[config.mk]
export PLATFORM = sky130hd
export DESIGN_NAME = circular_ffs_bucket_queue
export DESIGN_NICKNAME = d
export VERILOG_FILES = /design/src/hw/rtl/cfbq_pkg.sv /design/src/hw/rtl/cfbq_ram.sv /design/src/hw/rtl/cfbq_ctrl.sv /design/src/hw/rtl/cfbq_dpath.sv /design/src/hw/rtl/circular_ffs_bucket_queue.sv
export SDC_FILE = /design/constraint.sdc
export NUM_CORES = 2
export LEC_CHECK = 0
export BUFFER_PORTS_ARGS = -buffer_cell sky130_fd_sc_hd__buf_2
export CAP_MARGIN = 20
export CORE_ASPECT_RATIO = 1.5
export CORE_MARGIN = 8
export CORE_UTILIZATION = 55
export CTS_BUF_LIST = sky130_fd_sc_hd__clkbuf_8
export CTS_CLUSTER_SIZE = 28
export DETAILED_ROUTE_END_ITERATION = 16
export PLACE_DENSITY = 0.78
export SKIP_CTS_REPAIR_TIMING = 1
export SLEW_MARGIN = 30
export SYNTH_ARGS = -nofsm -noshare
export SYNTH_HDL_FRONTEND = slang
export SYNTH_SLANG_ARGS = --single-unit
export TNS_END_PERCENT = 30
[constraint.sdc]
create_clock -name clk_i -period 10.3 [get_ports clk_i]
set_input_delay 2.06 -clock clk_i [delete_from_list [all_inputs] [get_ports clk_i]]
set_output_delay 2.06 -clock clk_i [all_outputs]
set_load 0.02 [all_outputs]
[src/hw/rtl/cfbq_pkg.sv]
// ----------------------------------------------------------------------------
// cfbq_pkg: shared types for the circular find-first-set bucket queue
// Transaction payloads, command codes and controller-to-datapath commands.
// ----------------------------------------------------------------------------
package cfbq_pkg;

  // Fixed field widths of the transaction payloads
  localparam int ACT_W  = 2;
  localparam int PRIO_W = 32;
  localparam int BKT_W  = 10;
  localparam int KEY_W  = 11;

  // Result status codes
  localparam logic STATUS_OK    = 1'b0;
  localparam logic STATUS_EMPTY = 1'b1;

  // Command codes; the remaining code is a no-op
  typedef enum logic [ACT_W-1:0] {
    ACT_ENQ    = 2'd0,
    ACT_PEEK   = 2'd1,
    ACT_REMOVE = 2'd2
  } cfbq_action_e;

  // Input transaction
  typedef struct packed {
    logic [ACT_W-1:0]  action;
    logic [PRIO_W-1:0] prio;
    logic [BKT_W-1:0]  bucket;
  } cfbq_item_t;

  // Result transaction
  typedef struct packed {
    logic              status;
    logic [BKT_W-1:0]  bucket_out;
    logic [KEY_W-1:0]  buffer_key;
    logic              primary_half;
    logic [PRIO_W-1:0] base_prio;
  } cfbq_result_t;

  // Controller states
  typedef enum logic {
    ST_IDLE,
    ST_EXEC
  } cfbq_state_e;

  // Controller commands to the datapath
  typedef struct packed {
    logic capture;  // latch the transaction and issue the leaf read
    logic exec;     // leaf data is back: update state, register the result
  } cfbq_cmd_t;

endpackage

[src/hw/rtl/cfbq_ram.sv]
// ----------------------------------------------------------------------------
// cfbq_ram: generic single-port-write, single-port-read RAM
// One write and one registered read per cycle; contents are not reset.
// ----------------------------------------------------------------------------
module cfbq_ram #(
  parameter int WIDTH = 32,
  parameter int DEPTH = 64
) (
  input  logic                     clk_i,
  input  logic                     we_i,
  input  logic [$clog2(DEPTH)-1:0] waddr_i,
  input  logic [WIDTH-1:0]         wdata_i,
  input  logic                     re_i,
  input  logic [$clog2(DEPTH)-1:0] raddr_i,
  output logic [WIDTH-1:0]         rdata_o
);

  logic [WIDTH-1:0] mem [DEPTH];
  logic [WIDTH-1:0] rdata_q;

  // Write port
  always_ff @(posedge clk_i) begin
    if (we_i) begin
      mem[waddr_i] <= wdata_i;
    end
  end

  // Registered read port
  always_ff @(posedge clk_i) begin
    if (re_i) begin
      rdata_q <= mem[raddr_i];
    end
  end

  assign rdata_o = rdata_q;

endmodule

[src/hw/rtl/cfbq_ctrl.sv]
// ----------------------------------------------------------------------------
// cfbq_ctrl: transaction sequencer
// Accepts a command, runs the leaf read-modify-write cycle, strobes the result.
// ----------------------------------------------------------------------------
module cfbq_ctrl
  import cfbq_pkg::*;
(
  input  logic      clk_i,
  input  logic      rst_ni,
  input  logic      start,
  output logic      busy,
  output logic      result_valid_o,
  output cfbq_cmd_t cmd_o
);

  cfbq_state_e state_q, state_d;
  logic        valid_q;

  // State register and result strobe
  always_ff @(posedge clk_i or negedge rst_ni) begin
    if (!rst_ni) begin
      state_q <= ST_IDLE;
      valid_q <= 1'b0;
    end else begin
      state_q <= state_d;
      valid_q <= cmd_o.exec;
    end
  end

  // Next state and commands
  always_comb begin
    state_d = state_q;
    cmd_o   = '0;
    unique case (state_q)
      ST_IDLE: begin
        if (start) begin
          cmd_o.capture = 1'b1;
          state_d       = ST_EXEC;
        end
      end
      ST_EXEC: begin
        cmd_o.exec = 1'b1;
        state_d    = ST_IDLE;
      end
      default: state_d = ST_IDLE;
    endcase
  end

  assign busy           = (state_q == ST_EXEC);
  assign result_valid_o = valid_q;

`ifndef SYNTH
  // An accepted transaction always occupies the next cycle
  a_accept_busy: assert property (@(posedge clk_i) disable iff (!rst_ni)
    (start && !busy) |=> busy)
    else $error("accepted transaction did not raise busy");

  // The execute cycle is followed by the result strobe and a free slot
  a_exec_result: assert property (@(posedge clk_i) disable iff (!rst_ni)
    busy |=> (!busy && result_valid_o))
    else $error("execute cycle not followed by result strobe");

  // Capture is never issued while a transaction is in flight
  a_capture_idle: assert property (@(posedge clk_i) disable iff (!rst_ni)
    cmd_o.capture |-> (!busy && !result_valid_o || !busy))
    else $error("capture issued while busy");
`endif

endmodule

[src/hw/rtl/cfbq_dpath.sv]
// ----------------------------------------------------------------------------
// cfbq_dpath: bitmap datapath of the bucket queue
// Top words, primary select and base in flops; leaf words in a RAM with
// per-entry valid bits so that reset reads back as zero.
// ----------------------------------------------------------------------------
module cfbq_dpath
  import cfbq_pkg::*;
#(
  parameter int WORD_SHIFT = 5
) (
  input  logic         clk_i,
  input  logic         rst_ni,
  input  cfbq_cmd_t    cmd_i,
  input  cfbq_item_t   item_i,
  output cfbq_result_t result_o
);

  localparam int WORD_BITS    = 1 << WORD_SHIFT;
  localparam int OFF_W        = 2 * WORD_SHIFT;
  localparam int REL_W        = OFF_W + 1;
  localparam int LEAF_DEPTH   = 2 * WORD_BITS;
  localparam int LEAF_AW      = WORD_SHIFT + 1;
  localparam int HALF_BUCKETS = 1 << OFF_W;

  // Lowest set bit of a word, zero for an empty word
  function automatic logic [WORD_SHIFT-1:0] ffs(input logic [WORD_BITS-1:0] w);
    logic [WORD_SHIFT-1:0] r;
    r = '0;
    for (int i = WORD_BITS - 1; i >= 0; i--) begin
      if (w[i]) r = WORD_SHIFT'(i);
    end
    return r;
  endfunction

  // Architectural state
  logic [WORD_BITS-1:0]  top_q [2];
  logic [WORD_BITS-1:0]  top_d [2];
  logic                  sel_q, sel_d;
  logic [PRIO_W-1:0]     base_q, base_d;
  logic [LEAF_DEPTH-1:0] vld_q;

  // Transaction registers
  logic [ACT_W-1:0]      act_q;
  logic                  half_q;
  logic [WORD_SHIFT-1:0] hi_q, lo_q;
  logic                  swap_q, empty_q, lvld_q;
  cfbq_result_t          result_q, result_d;

  // Capture-cycle address decode
  logic [PRIO_W:0]          diff;
  logic [PRIO_W-1:0]        rel;
  logic [REL_W-1:0]         rel_c;
  logic                     enq_half;
  logic [OFF_W-1:0]         enq_off;
  logic [OFF_W+BKT_W-1:0]   bkt_wide;
  logic [OFF_W-1:0]         bkt_off;
  logic                     pk_empty, pk_swap, pk_half;
  logic [WORD_SHIFT-1:0]    pk_hi;
  logic                     a_half;
  logic [WORD_SHIFT-1:0]    a_hi, a_lo;
  logic [LEAF_AW-1:0]       raddr;

  // Execute-cycle signals
  logic [WORD_BITS-1:0]     rdata, leaf, lo_bit, hi_bit, wdata;
  logic                     ram_we;
  logic [LEAF_AW-1:0]       waddr;
  logic [WORD_SHIFT-1:0]    lo_out;
  logic                     status, zero_out;
  logic [OFF_W-1:0]         bkt_full;
  logic [OFF_W+BKT_W-1:0]   bkt_out_wide;
  logic [OFF_W+KEY_W:0]     key_wide;

  // Enqueue: relative priority, clamped below zero and at two halves
  assign diff     = {1'b0, item_i.prio} - {1'b0, base_q};
  assign rel      = diff[PRIO_W] ? '0 : diff[PRIO_W-1:0];
  assign rel_c    = (|rel[PRIO_W-1:REL_W]) ? '1 : rel[REL_W-1:0];
  assign enq_half = sel_q ^ rel_c[REL_W-1];
  assign enq_off  = rel_c[OFF_W-1:0];

  // Remove: bucket offset fitted to the half size
  assign bkt_wide = (OFF_W + BKT_W)'(item_i.bucket);
  assign bkt_off  = bkt_wide[OFF_W-1:0];

  // Peek: swap decision and front top bit
  assign pk_empty = (top_q[0] == '0) && (top_q[1] == '0);
  assign pk_swap  = (top_q[sel_q] == '0);
  assign pk_half  = sel_q ^ pk_swap;
  assign pk_hi    = ffs(top_q[pk_half]);

  // Leaf address per command
  always_comb begin
    a_half = 1'b0;
    a_hi   = '0;
    a_lo   = '0;
    case (item_i.action)
      ACT_ENQ: begin
        a_half = enq_half;
        a_hi   = enq_off[OFF_W-1:WORD_SHIFT];
        a_lo   = enq_off[WORD_SHIFT-1:0];
      end
      ACT_PEEK: begin
        a_half = pk_half;
        a_hi   = pk_hi;
      end
      ACT_REMOVE: begin
        a_half = sel_q;
        a_hi   = bkt_off[OFF_W-1:WORD_SHIFT];
        a_lo   = bkt_off[WORD_SHIFT-1:0];
      end
      default: ;
    endcase
  end

  assign raddr = {a_half, a_hi};
  assign waddr = {half_q, hi_q};

  // Leaf word storage
  cfbq_ram #(
    .WIDTH (WORD_BITS),
    .DEPTH (LEAF_DEPTH)
  ) u_leaf_ram (
    .clk_i   (clk_i),
    .we_i    (ram_we),
    .waddr_i (waddr),
    .wdata_i (wdata),
    .re_i    (cmd_i.capture),
    .raddr_i (raddr),
    .rdata_o (rdata)
  );

  // Execute: read-modify-write of the leaf, top and swap update
  assign leaf   = lvld_q ? rdata : '0;
  assign lo_bit = WORD_BITS'(1) << lo_q;
  assign hi_bit = WORD_BITS'(1) << hi_q;

  always_comb begin
    top_d    = top_q;
    sel_d    = sel_q;
    base_d   = base_q;
    ram_we   = 1'b0;
    wdata    = leaf;
    lo_out   = lo_q;
    status   = STATUS_OK;
    zero_out = 1'b0;
    if (cmd_i.exec) begin
      case (act_q)
        ACT_ENQ: begin
          ram_we        = 1'b1;
          wdata         = leaf | lo_bit;
          top_d[half_q] = top_q[half_q] | hi_bit;
        end
        ACT_PEEK: begin
          if (empty_q) begin
            status   = STATUS_EMPTY;
            zero_out = 1'b1;
          end else begin
            lo_out = ffs(leaf);
            if (swap_q) begin
              sel_d  = ~sel_q;
              base_d = base_q + PRIO_W'(HALF_BUCKETS);
            end
          end
        end
        ACT_REMOVE: begin
          ram_we = 1'b1;
          wdata  = leaf & ~lo_bit;
          if (wdata == '0) begin
            top_d[half_q] = top_q[half_q] & ~hi_bit;
          end
          if ((top_d[half_q] == '0) && (top_q[~half_q] != '0)) begin
            sel_d  = ~sel_q;
            base_d = base_q + PRIO_W'(HALF_BUCKETS);
          end
        end
        default: ;
      endcase
    end
  end

  // Result assembly
  assign bkt_full     = zero_out ? '0 : {hi_q, lo_out};
  assign bkt_out_wide = (OFF_W + BKT_W)'(bkt_full);
  assign key_wide     = zero_out ? '0 : (OFF_W + KEY_W + 1)'({half_q, bkt_full});

  always_comb begin
    result_d.status       = status;
    result_d.bucket_out   = bkt_out_wide[BKT_W-1:0];
    result_d.buffer_key   = key_wide[KEY_W-1:0];
    result_d.primary_half = sel_d;
    result_d.base_prio    = base_d;
  end

  // Control state: bitmaps, select, base, leaf valid bits
  always_ff @(posedge clk_i or negedge rst_ni) begin
    if (!rst_ni) begin
      top_q[0] <= '0;
      top_q[1] <= '0;
      sel_q    <= 1'b0;
      base_q   <= '0;
      vld_q    <= '0;
    end else begin
      top_q[0] <= top_d[0];
      top_q[1] <= top_d[1];
      sel_q    <= sel_d;
      base_q   <= base_d;
      if (ram_we) begin
        vld_q[waddr] <= 1'b1;
      end
    end
  end

  // Transaction and result registers
  always_ff @(posedge clk_i) begin
    if (cmd_i.capture) begin
      act_q   <= item_i.action;
      half_q  <= a_half;
      hi_q    <= a_hi;
      lo_q    <= a_lo;
      swap_q  <= pk_swap;
      empty_q <= pk_empty;
      lvld_q  <= vld_q[raddr];
    end
    if (cmd_i.exec) begin
      result_q <= result_d;
    end
  end

  assign result_o = result_q;

`ifndef SYNTH
  // A half swap always comes with a step of the base by the bucket count of one half
  a_swap_base: assert property (@(posedge clk_i) disable iff (!rst_ni)
    (sel_d != sel_q) |-> (base_d == base_q + PRIO_W'(HALF_BUCKETS)))
    else $error("half swap without base advance");

  // Leaf writes only in the execute cycle, never against a capture read
  a_write_exec: assert property (@(posedge clk_i) disable iff (!rst_ni)
    ram_we |-> (cmd_i.exec && !cmd_i.capture))
    else $error("leaf write outside execute cycle");

  // An enqueue leaves the summary bit of its leaf word set
  a_enq_top: assert property (@(posedge clk_i) disable iff (!rst_ni)
    (cmd_i.exec && (act_q == ACT_ENQ)) |-> top_d[half_q][hi_q])
    else $error("enqueue did not set top bit");
`endif

endmodule

[src/hw/rtl/circular_ffs_bucket_queue.sv]
// ----------------------------------------------------------------------------
// circular_ffs_bucket_queue: circular find-first-set bucket priority index
// Two two-level bitmaps (primary and secondary half) with a base priority;
// enqueue marks a bucket, peek finds the front bucket, remove clears one.
// ----------------------------------------------------------------------------
// Each transaction runs as a read step and a modify step: start is taken while busy is low, the
// leaf word is read from RAM in that cycle, and in the following cycle (busy
// high) the leaf word is modified and written back and the top words, half
// select and base are updated. The leaf RAM's registered read is why the
// modify waits for the busy cycle. The result appears on result_o with
// result_valid_o high for one cycle right after the busy cycle, and a new
// transaction may be started in that same cycle. There is no back pressure
// on results: sample them when the strobe is high. Leaf words read as zero
// after reset through per-word valid bits, so the block needs no clearing.
module circular_ffs_bucket_queue
  import cfbq_pkg::*;
#(
  parameter int WORD_SHIFT = 5
) (
  input  logic         clk_i,
  input  logic         rst_ni,
  input  logic         start,
  input  cfbq_item_t   item_i,
  output logic         busy,
  output logic         result_valid_o,
  output cfbq_result_t result_o
);

  cfbq_cmd_t cmd;

  // Sequencer
  cfbq_ctrl u_ctrl (
    .clk_i          (clk_i),
    .rst_ni         (rst_ni),
    .start          (start),
    .busy           (busy),
    .result_valid_o (result_valid_o),
    .cmd_o          (cmd)
  );

  // Bitmap datapath
  cfbq_dpath #(
    .WORD_SHIFT (WORD_SHIFT)
  ) u_dpath (
    .clk_i    (clk_i),
    .rst_ni   (rst_ni),
    .cmd_i    (cmd),
    .item_i   (item_i),
    .result_o (result_o)
  );

endmodule
Word level (Yosys, flattened, before mapping)
Memories as Yosys holds them, arrays and structs flattened. A register that Yosys moved wholly into a read port is not among the register bits.
Index checks and enable logic that the tools add are counted.
{"block": "word_totals", "regBits": 234, "mem_bits_rw": 2048, "inputBits": 47, "out_inout_bits": 57, "word_cells": 191, "memories": 1}
{"block": "op_classes", "addsub": 2, "n_lt_le_gt_ge": 8, "n_eq_ne": 4, "shift": 2, "n_mux": 123, "bitwise_logic": 16, "reduce_logical": 16}
{"memory": "u_dpath.u_leaf_ram.mem", "depth": 64, "word_bits": 32, "read_ports": 1, "rd_ports_with_merged_regs": 1, "write_ports": 1, "line": "cfbq_ram.sv:18", "text": "logic [WIDTH-1:0] mem [DEPTH];"}
{"operator": "$mux W32", "n": 23}
{"operator": "$mux W5", "n": 66}
{"operator": "$mux W64", "n": 3}
{"operator": "$logic_not A32 Y1", "n": 5}
{"operator": "$bwmux W64", "n": 2}
{"operator": "$pmux W32 S2", "n": 2}
{"operator": "$pmux W64 S2", "n": 1}
{"operator": "$and A32 B32 Y32", "n": 2}
{"operator": "$not A32 Y32", "n": 2}
{"operator": "$or A32 B32 Y32", "n": 2}
{"operator": "$or A64 B64 Y64", "n": 1}
{"operator": "$shl A1 B5 Y32 const A", "n": 2}
{"operator": "$sub A32 B32 Y33", "n": 1}
{"operator": "$add A32 B11 Y32 const B", "n": 1}
{"operator": "$demux W32 S1", "n": 1}
{"operator": "$reduce_bool A32 Y1", "n": 1}
{"operator": "$reduce_or A21 Y1", "n": 1}
{"operator": "$mux W1", "n": 16}
{"operator": "$pmux W5 S3", "n": 1}
{"operator": "$lt A6 B7 Y1 const B", "n": 2}
{"operator": "$mux W11", "n": 1}
{"operator": "$mux W10", "n": 1}
{"operator": "$pmux W5 S2", "n": 1}
{"operator": "$ge A2 B2 Y1 const B", "n": 4}
{"operator": "16 further kinds", "n": 29}

Logic depth before layout (Yosys ltp)
{"block": "logic_depth", "depth_word": 45, "mapped_depth": 22, "mapped_depth_nobuf": 18}

Hierarchy
A second synthesis with hierarchy kept.
{"block": "unflattened", "cells_unflattened": 4977, "area_unflattened_um2": 92900.3}
{"module": "cfbq_ram", "instances": 1, "cells_each": 3324, "area_per_inst_um2": 78840.6, "seq_area_each_um2": 62459.9}
{"module": "cfbq_dpath", "instances": 1, "cells_each": 1648, "area_per_inst_um2": 13980.9, "seq_area_each_um2": 5610.4}
{"module": "cfbq_ctrl", "instances": 1, "cells_each": 5, "area_per_inst_um2": 78.8, "seq_area_each_um2": 50.0}

Least setup slack after synthesis
Ideal clock, no wire load.
{"block": "synth_timing", "path_kind": "input port to flip-flop", "from": "input port item_i[20] in the netlist's numbering", "to": "register u_dpath.u_leaf_ram.rdata_q[14], in the netlist u_dpath.u_leaf_ram.rdata_o[14], read port of u_dpath.u_leaf_ram.mem (data pin)", "arrival_time_ns": 6.156, "t_required_ns": 10.041, "path_slack_ns": 3.885, "cell_stages": 21, "path_cell_list": "inv_1 ha_1 inv_1 fa_1 a21o_1 a221o_1 o31a_1 mux2_1 a211oi_1 nor4_1 nand4_2 o21ai_2 buf_4 buf_6 buf_2 buf_2 mux2i_1 mux2i_1 a22oi_1 nand4_1 a211o_1"}
{"block": "synth_between", "elab_chain_len": 6, "word_cells_on_any_way": 7, "classes_between": "1 x add/sub; 4 x mux; 1 x bitwise; 1 x reduce/logical"}
{"item": "from (decl)", "line": "circular_ffs_bucket_queue.sv:23", "text": "input cfbq_item_t item_i,"}
{"item": "$sub A32 B32 Y33 (*)", "line": "cfbq_dpath.sv:74", "text": "assign diff = {1'b0, item_i.prio} - {1'b0, base_q};"}
{"item": "$mux W32 (*)", "line": "cfbq_dpath.sv:75", "text": "assign rel = diff[PRIO_W] ? '0 : diff[PRIO_W-1:0];"}
{"item": "$reduce_or A21 Y1", "line": "cfbq_dpath.sv:76", "text": "assign rel_c = (|rel[PRIO_W-1:REL_W]) ? '1 : rel[REL_W-1:0];"}
{"item": "$mux W11 (*)", "line": "cfbq_dpath.sv:76"}
{"item": "$xor A1 B1 Y1", "line": "cfbq_dpath.sv:77", "text": "assign enq_half = sel_q ^ rel_c[REL_W-1];"}
{"item": "$pmux W1 S3", "line": "cfbq_dpath.sv:95", "text": "case (item_i.action)"}
{"item": "to (decl)", "line": "cfbq_ram.sv:19", "text": "logic [WIDTH-1:0] rdata_q;"}
Every way passes the cells marked *; elsewhere a longest branch is shown, timed or not.
A chain may end at the register's enable or synchronous reset.

Worst setup path after layout
{"block": "layout_timing", "from": "input port item_i[20] in the netlist's numbering", "to": "register u_dpath.u_leaf_ram.rdata_q[10], in the netlist u_dpath.u_leaf_ram.rdata_o[10], read port of u_dpath.u_leaf_ram.mem (data pin)"}
The elaborated chain is that of the path after synthesis.

==> impl_metrics.yaml <==
status:
  outcome: "complete, no violations"
layout:
  utilization: 0.611
  fill_cells: 12300
  finalInstanceArea_um2: 104000
  area_delta_synth_final_pct: 10.5
  layout-drive-gt1-share: 0.122
  nNetsFinal: 7326
worst_setup_path:
  worstPathRequired_ps: 11090
  endpoint_kind: "flip-flop"
  arrival_ps: 8320
  path_class: "primary input to flip-flop"
  critPathMaxFanout: 49
  reg2reg_depth: 16
  setup.worst_path.start_class: "primary input"
  reg2reg_to: "u_dpath.u_leaf_ram.rdata_o[10]"
  r2r-start: "u_dpath.top_q[48]"
  reg2reg_slack_ps: 2990
logic_synthesis:
  synth_edf_count: 2141
  synthTopCellsByArea: "edfxtp_1 68%, nand2_1 5.5%, mux2i_1 5.0%"
  yosys_warnings: 0
  ys_seq_area_frac: 0.720
  synth_seq_cells: 2294
  async_flop_share: 0.0667
  avgSynthCellArea_um2: 13.4
  syn_area_um2: 94600
  synthDistinctLibCells: 91
  yosys.area.top_type_share: 0.680
  synth-main-ff-cell: "edfxtp_1"
  yosys.area.top_type: "edfxtp_1"
  synth_most_common_cell: "edfxtp_1"
  ys_top_cells_by_count: "2141 x edfxtp_1, 1377 x nand2_1, 553 x nand3_1"
  netlist_instances: 7059
clock_network:
  clockBufferDepth: 4
  cts_num_sinks: 2294
  cts-root-buf: "clkbuf_8"
  numCtsBuffers: 317
  clock_latency_ps: 940
  clk_pin_slew_ps: 70
  cts_tree: "done"
  htree_levels: 5
min_path:
  hold_end: "u_dpath.vld_q[5]"
  worstHoldPathCells: 1
  worstHoldStart: "u_dpath.vld_q[5]"
  hold_class: "flip-flop to flip-flop"
die:
  num_rows: 186
  pin_count: 104
  die_w_um: 355
  initial_core_util: 0.553
  die_area_um2: 186000
  coreArea_um2: 171000
  dieHeight_um: 524
drt:
  wl_mm: 298
  avgRoutedWirePerCell_um: 30.6
  drtPass1Iterations: 8
  post-route-drc-count: 0
  vias: 65000
  drt_iter0_drc: 9723
  viasPerCell: 6.67
  postRouteAntennaNets: 0
sta:
  slew_headroom: 0.276
  timing.final.crit_share: 0.731
  max_freq_ghz: 0.133
  finalHoldViolations: 0
  tns_ps: 0
  tightest_slew_ps: 1090
  rsz0062_at_grt: "false"
  timing.hold.ws_ps: 470
  setup_viol: 0
  clock_skew_ps: 65.1
  drv_slew: 0
  layout_min_cycle_time_ps: 7520
pwr:
  intPower_mw: 15.9
  pwr_density_cell_nw_per_um2: 227
  p_seq_frac: 0.477
  p_comb_frac: 0.244
  switchingPower_mw: 7.83
  swShare: 0.330
  leakage_nw: 37.6
  ir_drop_mv: 0.249
  clkPwrFrac: 0.279
global_route:
  overflow: 0
  grt_max_degree: 144
  grt_pass1_wl_mm: 424
  grt_pass1_vias: 63500
  track_usage: 0.310
  antenna_found_initial: 8
placed_design:
  placed_area_um2: 98600
  globalplace.congestion: 0.966
  io_buffers: 93
  dpl.hpwl_mm: 170
flow_run:
  drv_cap: 0
## power groups by stage
stage | registers [mW] | clock network [mW] | logic [mW]
2_1_floorplan | 11.4 | 0 | 3.51
3_3_place_gp | 11.5 | 0 | 5.45
3_5_place_dp | 11.5 | 0 | 5.59
4_1_cts | 11.3 | 6.63 | 5.61
5_1_grt | 11.3 | 7.00 | 6.04
6_report | 11.3 | 6.62 | 5.78
## cell families after synthesis
kind of cell	share of synthesized area
compound gates	0.0822
xor+xnor	0.000741
fa+ha+maj	0.00365
buf+inv	0.0239
flops	0.720
mux	0.0511
other cells	0.0000397
simple gates	0.118
## sequential cells by signal (all words and copies together), names as in the netlist, 2 cells and up
| signal | cells |
|---|---|
| u_dpath.lo_q | 5 |
| u_dpath.vld_q | 64 |
| u_dpath.result_o | 45 |
| u_dpath.top_q | 64 |
| u_dpath.u_leaf_ram.mem | 2048 |
| u_dpath.base_q | 22 |
| u_dpath.act_q | 2 |
| u_dpath.hi_q | 5 |
| u_dpath.u_leaf_ram.rdata_o | 32 |
## area by class of cell
cell class	instances	area [um2]	area share
multi-input combinational	4274	25200	0.241
tap	2256	2820	0.0270
timing repair buffer	290	2190	0.0209
sequential	2294	68100	0.652
inverter	75	297	0.00284
clock inverter	215	1150	0.0110
antenna	8	20.0	0.000192
clock buffer	339	4670	0.0447
## worst max-delay path: stages
cell      delay, ps
buf_2           100
inv_1            60
ha_1            170
inv_1            60
fa_1            460
a21o_1          210
a221o_1         390
o31a_1          300
mux2_1          210
a211oi_1         50
nor4_1          430
nand4_2         130
buf_4           250
o21ai_4         360
buf_4           720
buf_4           600
nor2_4           70
buf_4           350
nand3_1         160
nand3_1         140
a311oi_2        700
and4_1          290
## routing by layer
metal	vias up	wire length (um)	GRT usage
met5	-	13	0
met4	2	27900	0.239
met3	1374	37400	0.0763
met2	5052	139000	0.500
met1	31600	94500	0.357
li1	27000	-	-
## stage by stage
step                cells  total power, mW  setup slack [ps]
finish               9751             23.7              2780
CTS                  9742             23.5              2770
global route         9745             24.3              2770
floorplan            7068             15.0              3890
global placement     9186             16.9              1840
detailed placement   9188             17.1              1810
## worst max-delay path by stage
stage                     cells past startpoint  slack, ps                             end       start
final                                        22       2780  u_dpath.u_leaf_ram.rdata_o[10]  item_i[20]
after global routing                         20       2770   u_dpath.u_leaf_ram.rdata_o[9]  item_i[20]
after CTS                                    22       2770  u_dpath.u_leaf_ram.rdata_o[10]  item_i[20]
after detailed placement                     22       1810  u_dpath.u_leaf_ram.rdata_o[10]  item_i[20]
after global placement                       22       1840  u_dpath.u_leaf_ram.rdata_o[10]  item_i[20]
after floorplan                              21       3890  u_dpath.u_leaf_ram.rdata_o[14]  item_i[20]
## cell usage in the layout, fill, tap and decap left out, types with 11 or more instances in the layout
cell	count
clkinv_1	67
nand2_1	1377
clkbuf_8	340
o31ai_1	43
nand3_1	552
o211ai_1	53
edfxtp_1	2141
mux2i_1	469
a211oi_1	13
o21ai_4	29
a32oi_1	44
nand2b_1	22
a31oi_1	62
nand4_1	70
a21oi_1	358
a22oi_1	124
nor2_1	110
or2_2	67
dfrtp_1	152
o21ai_0	253
clkinv_2	37
o22ai_1	80
a211o_1	18
ha_1	26
a221oi_1	12
nor4_1	58
buf_4	178
nor3_1	64
buf_12	15
or4_1	15
buf_2	92
inv_1	154
nor2_4	72
or3_1	15
a21o_1	11
o2111ai_1	25
nor2b_1	27
Power figures use the tool's default switching activity.
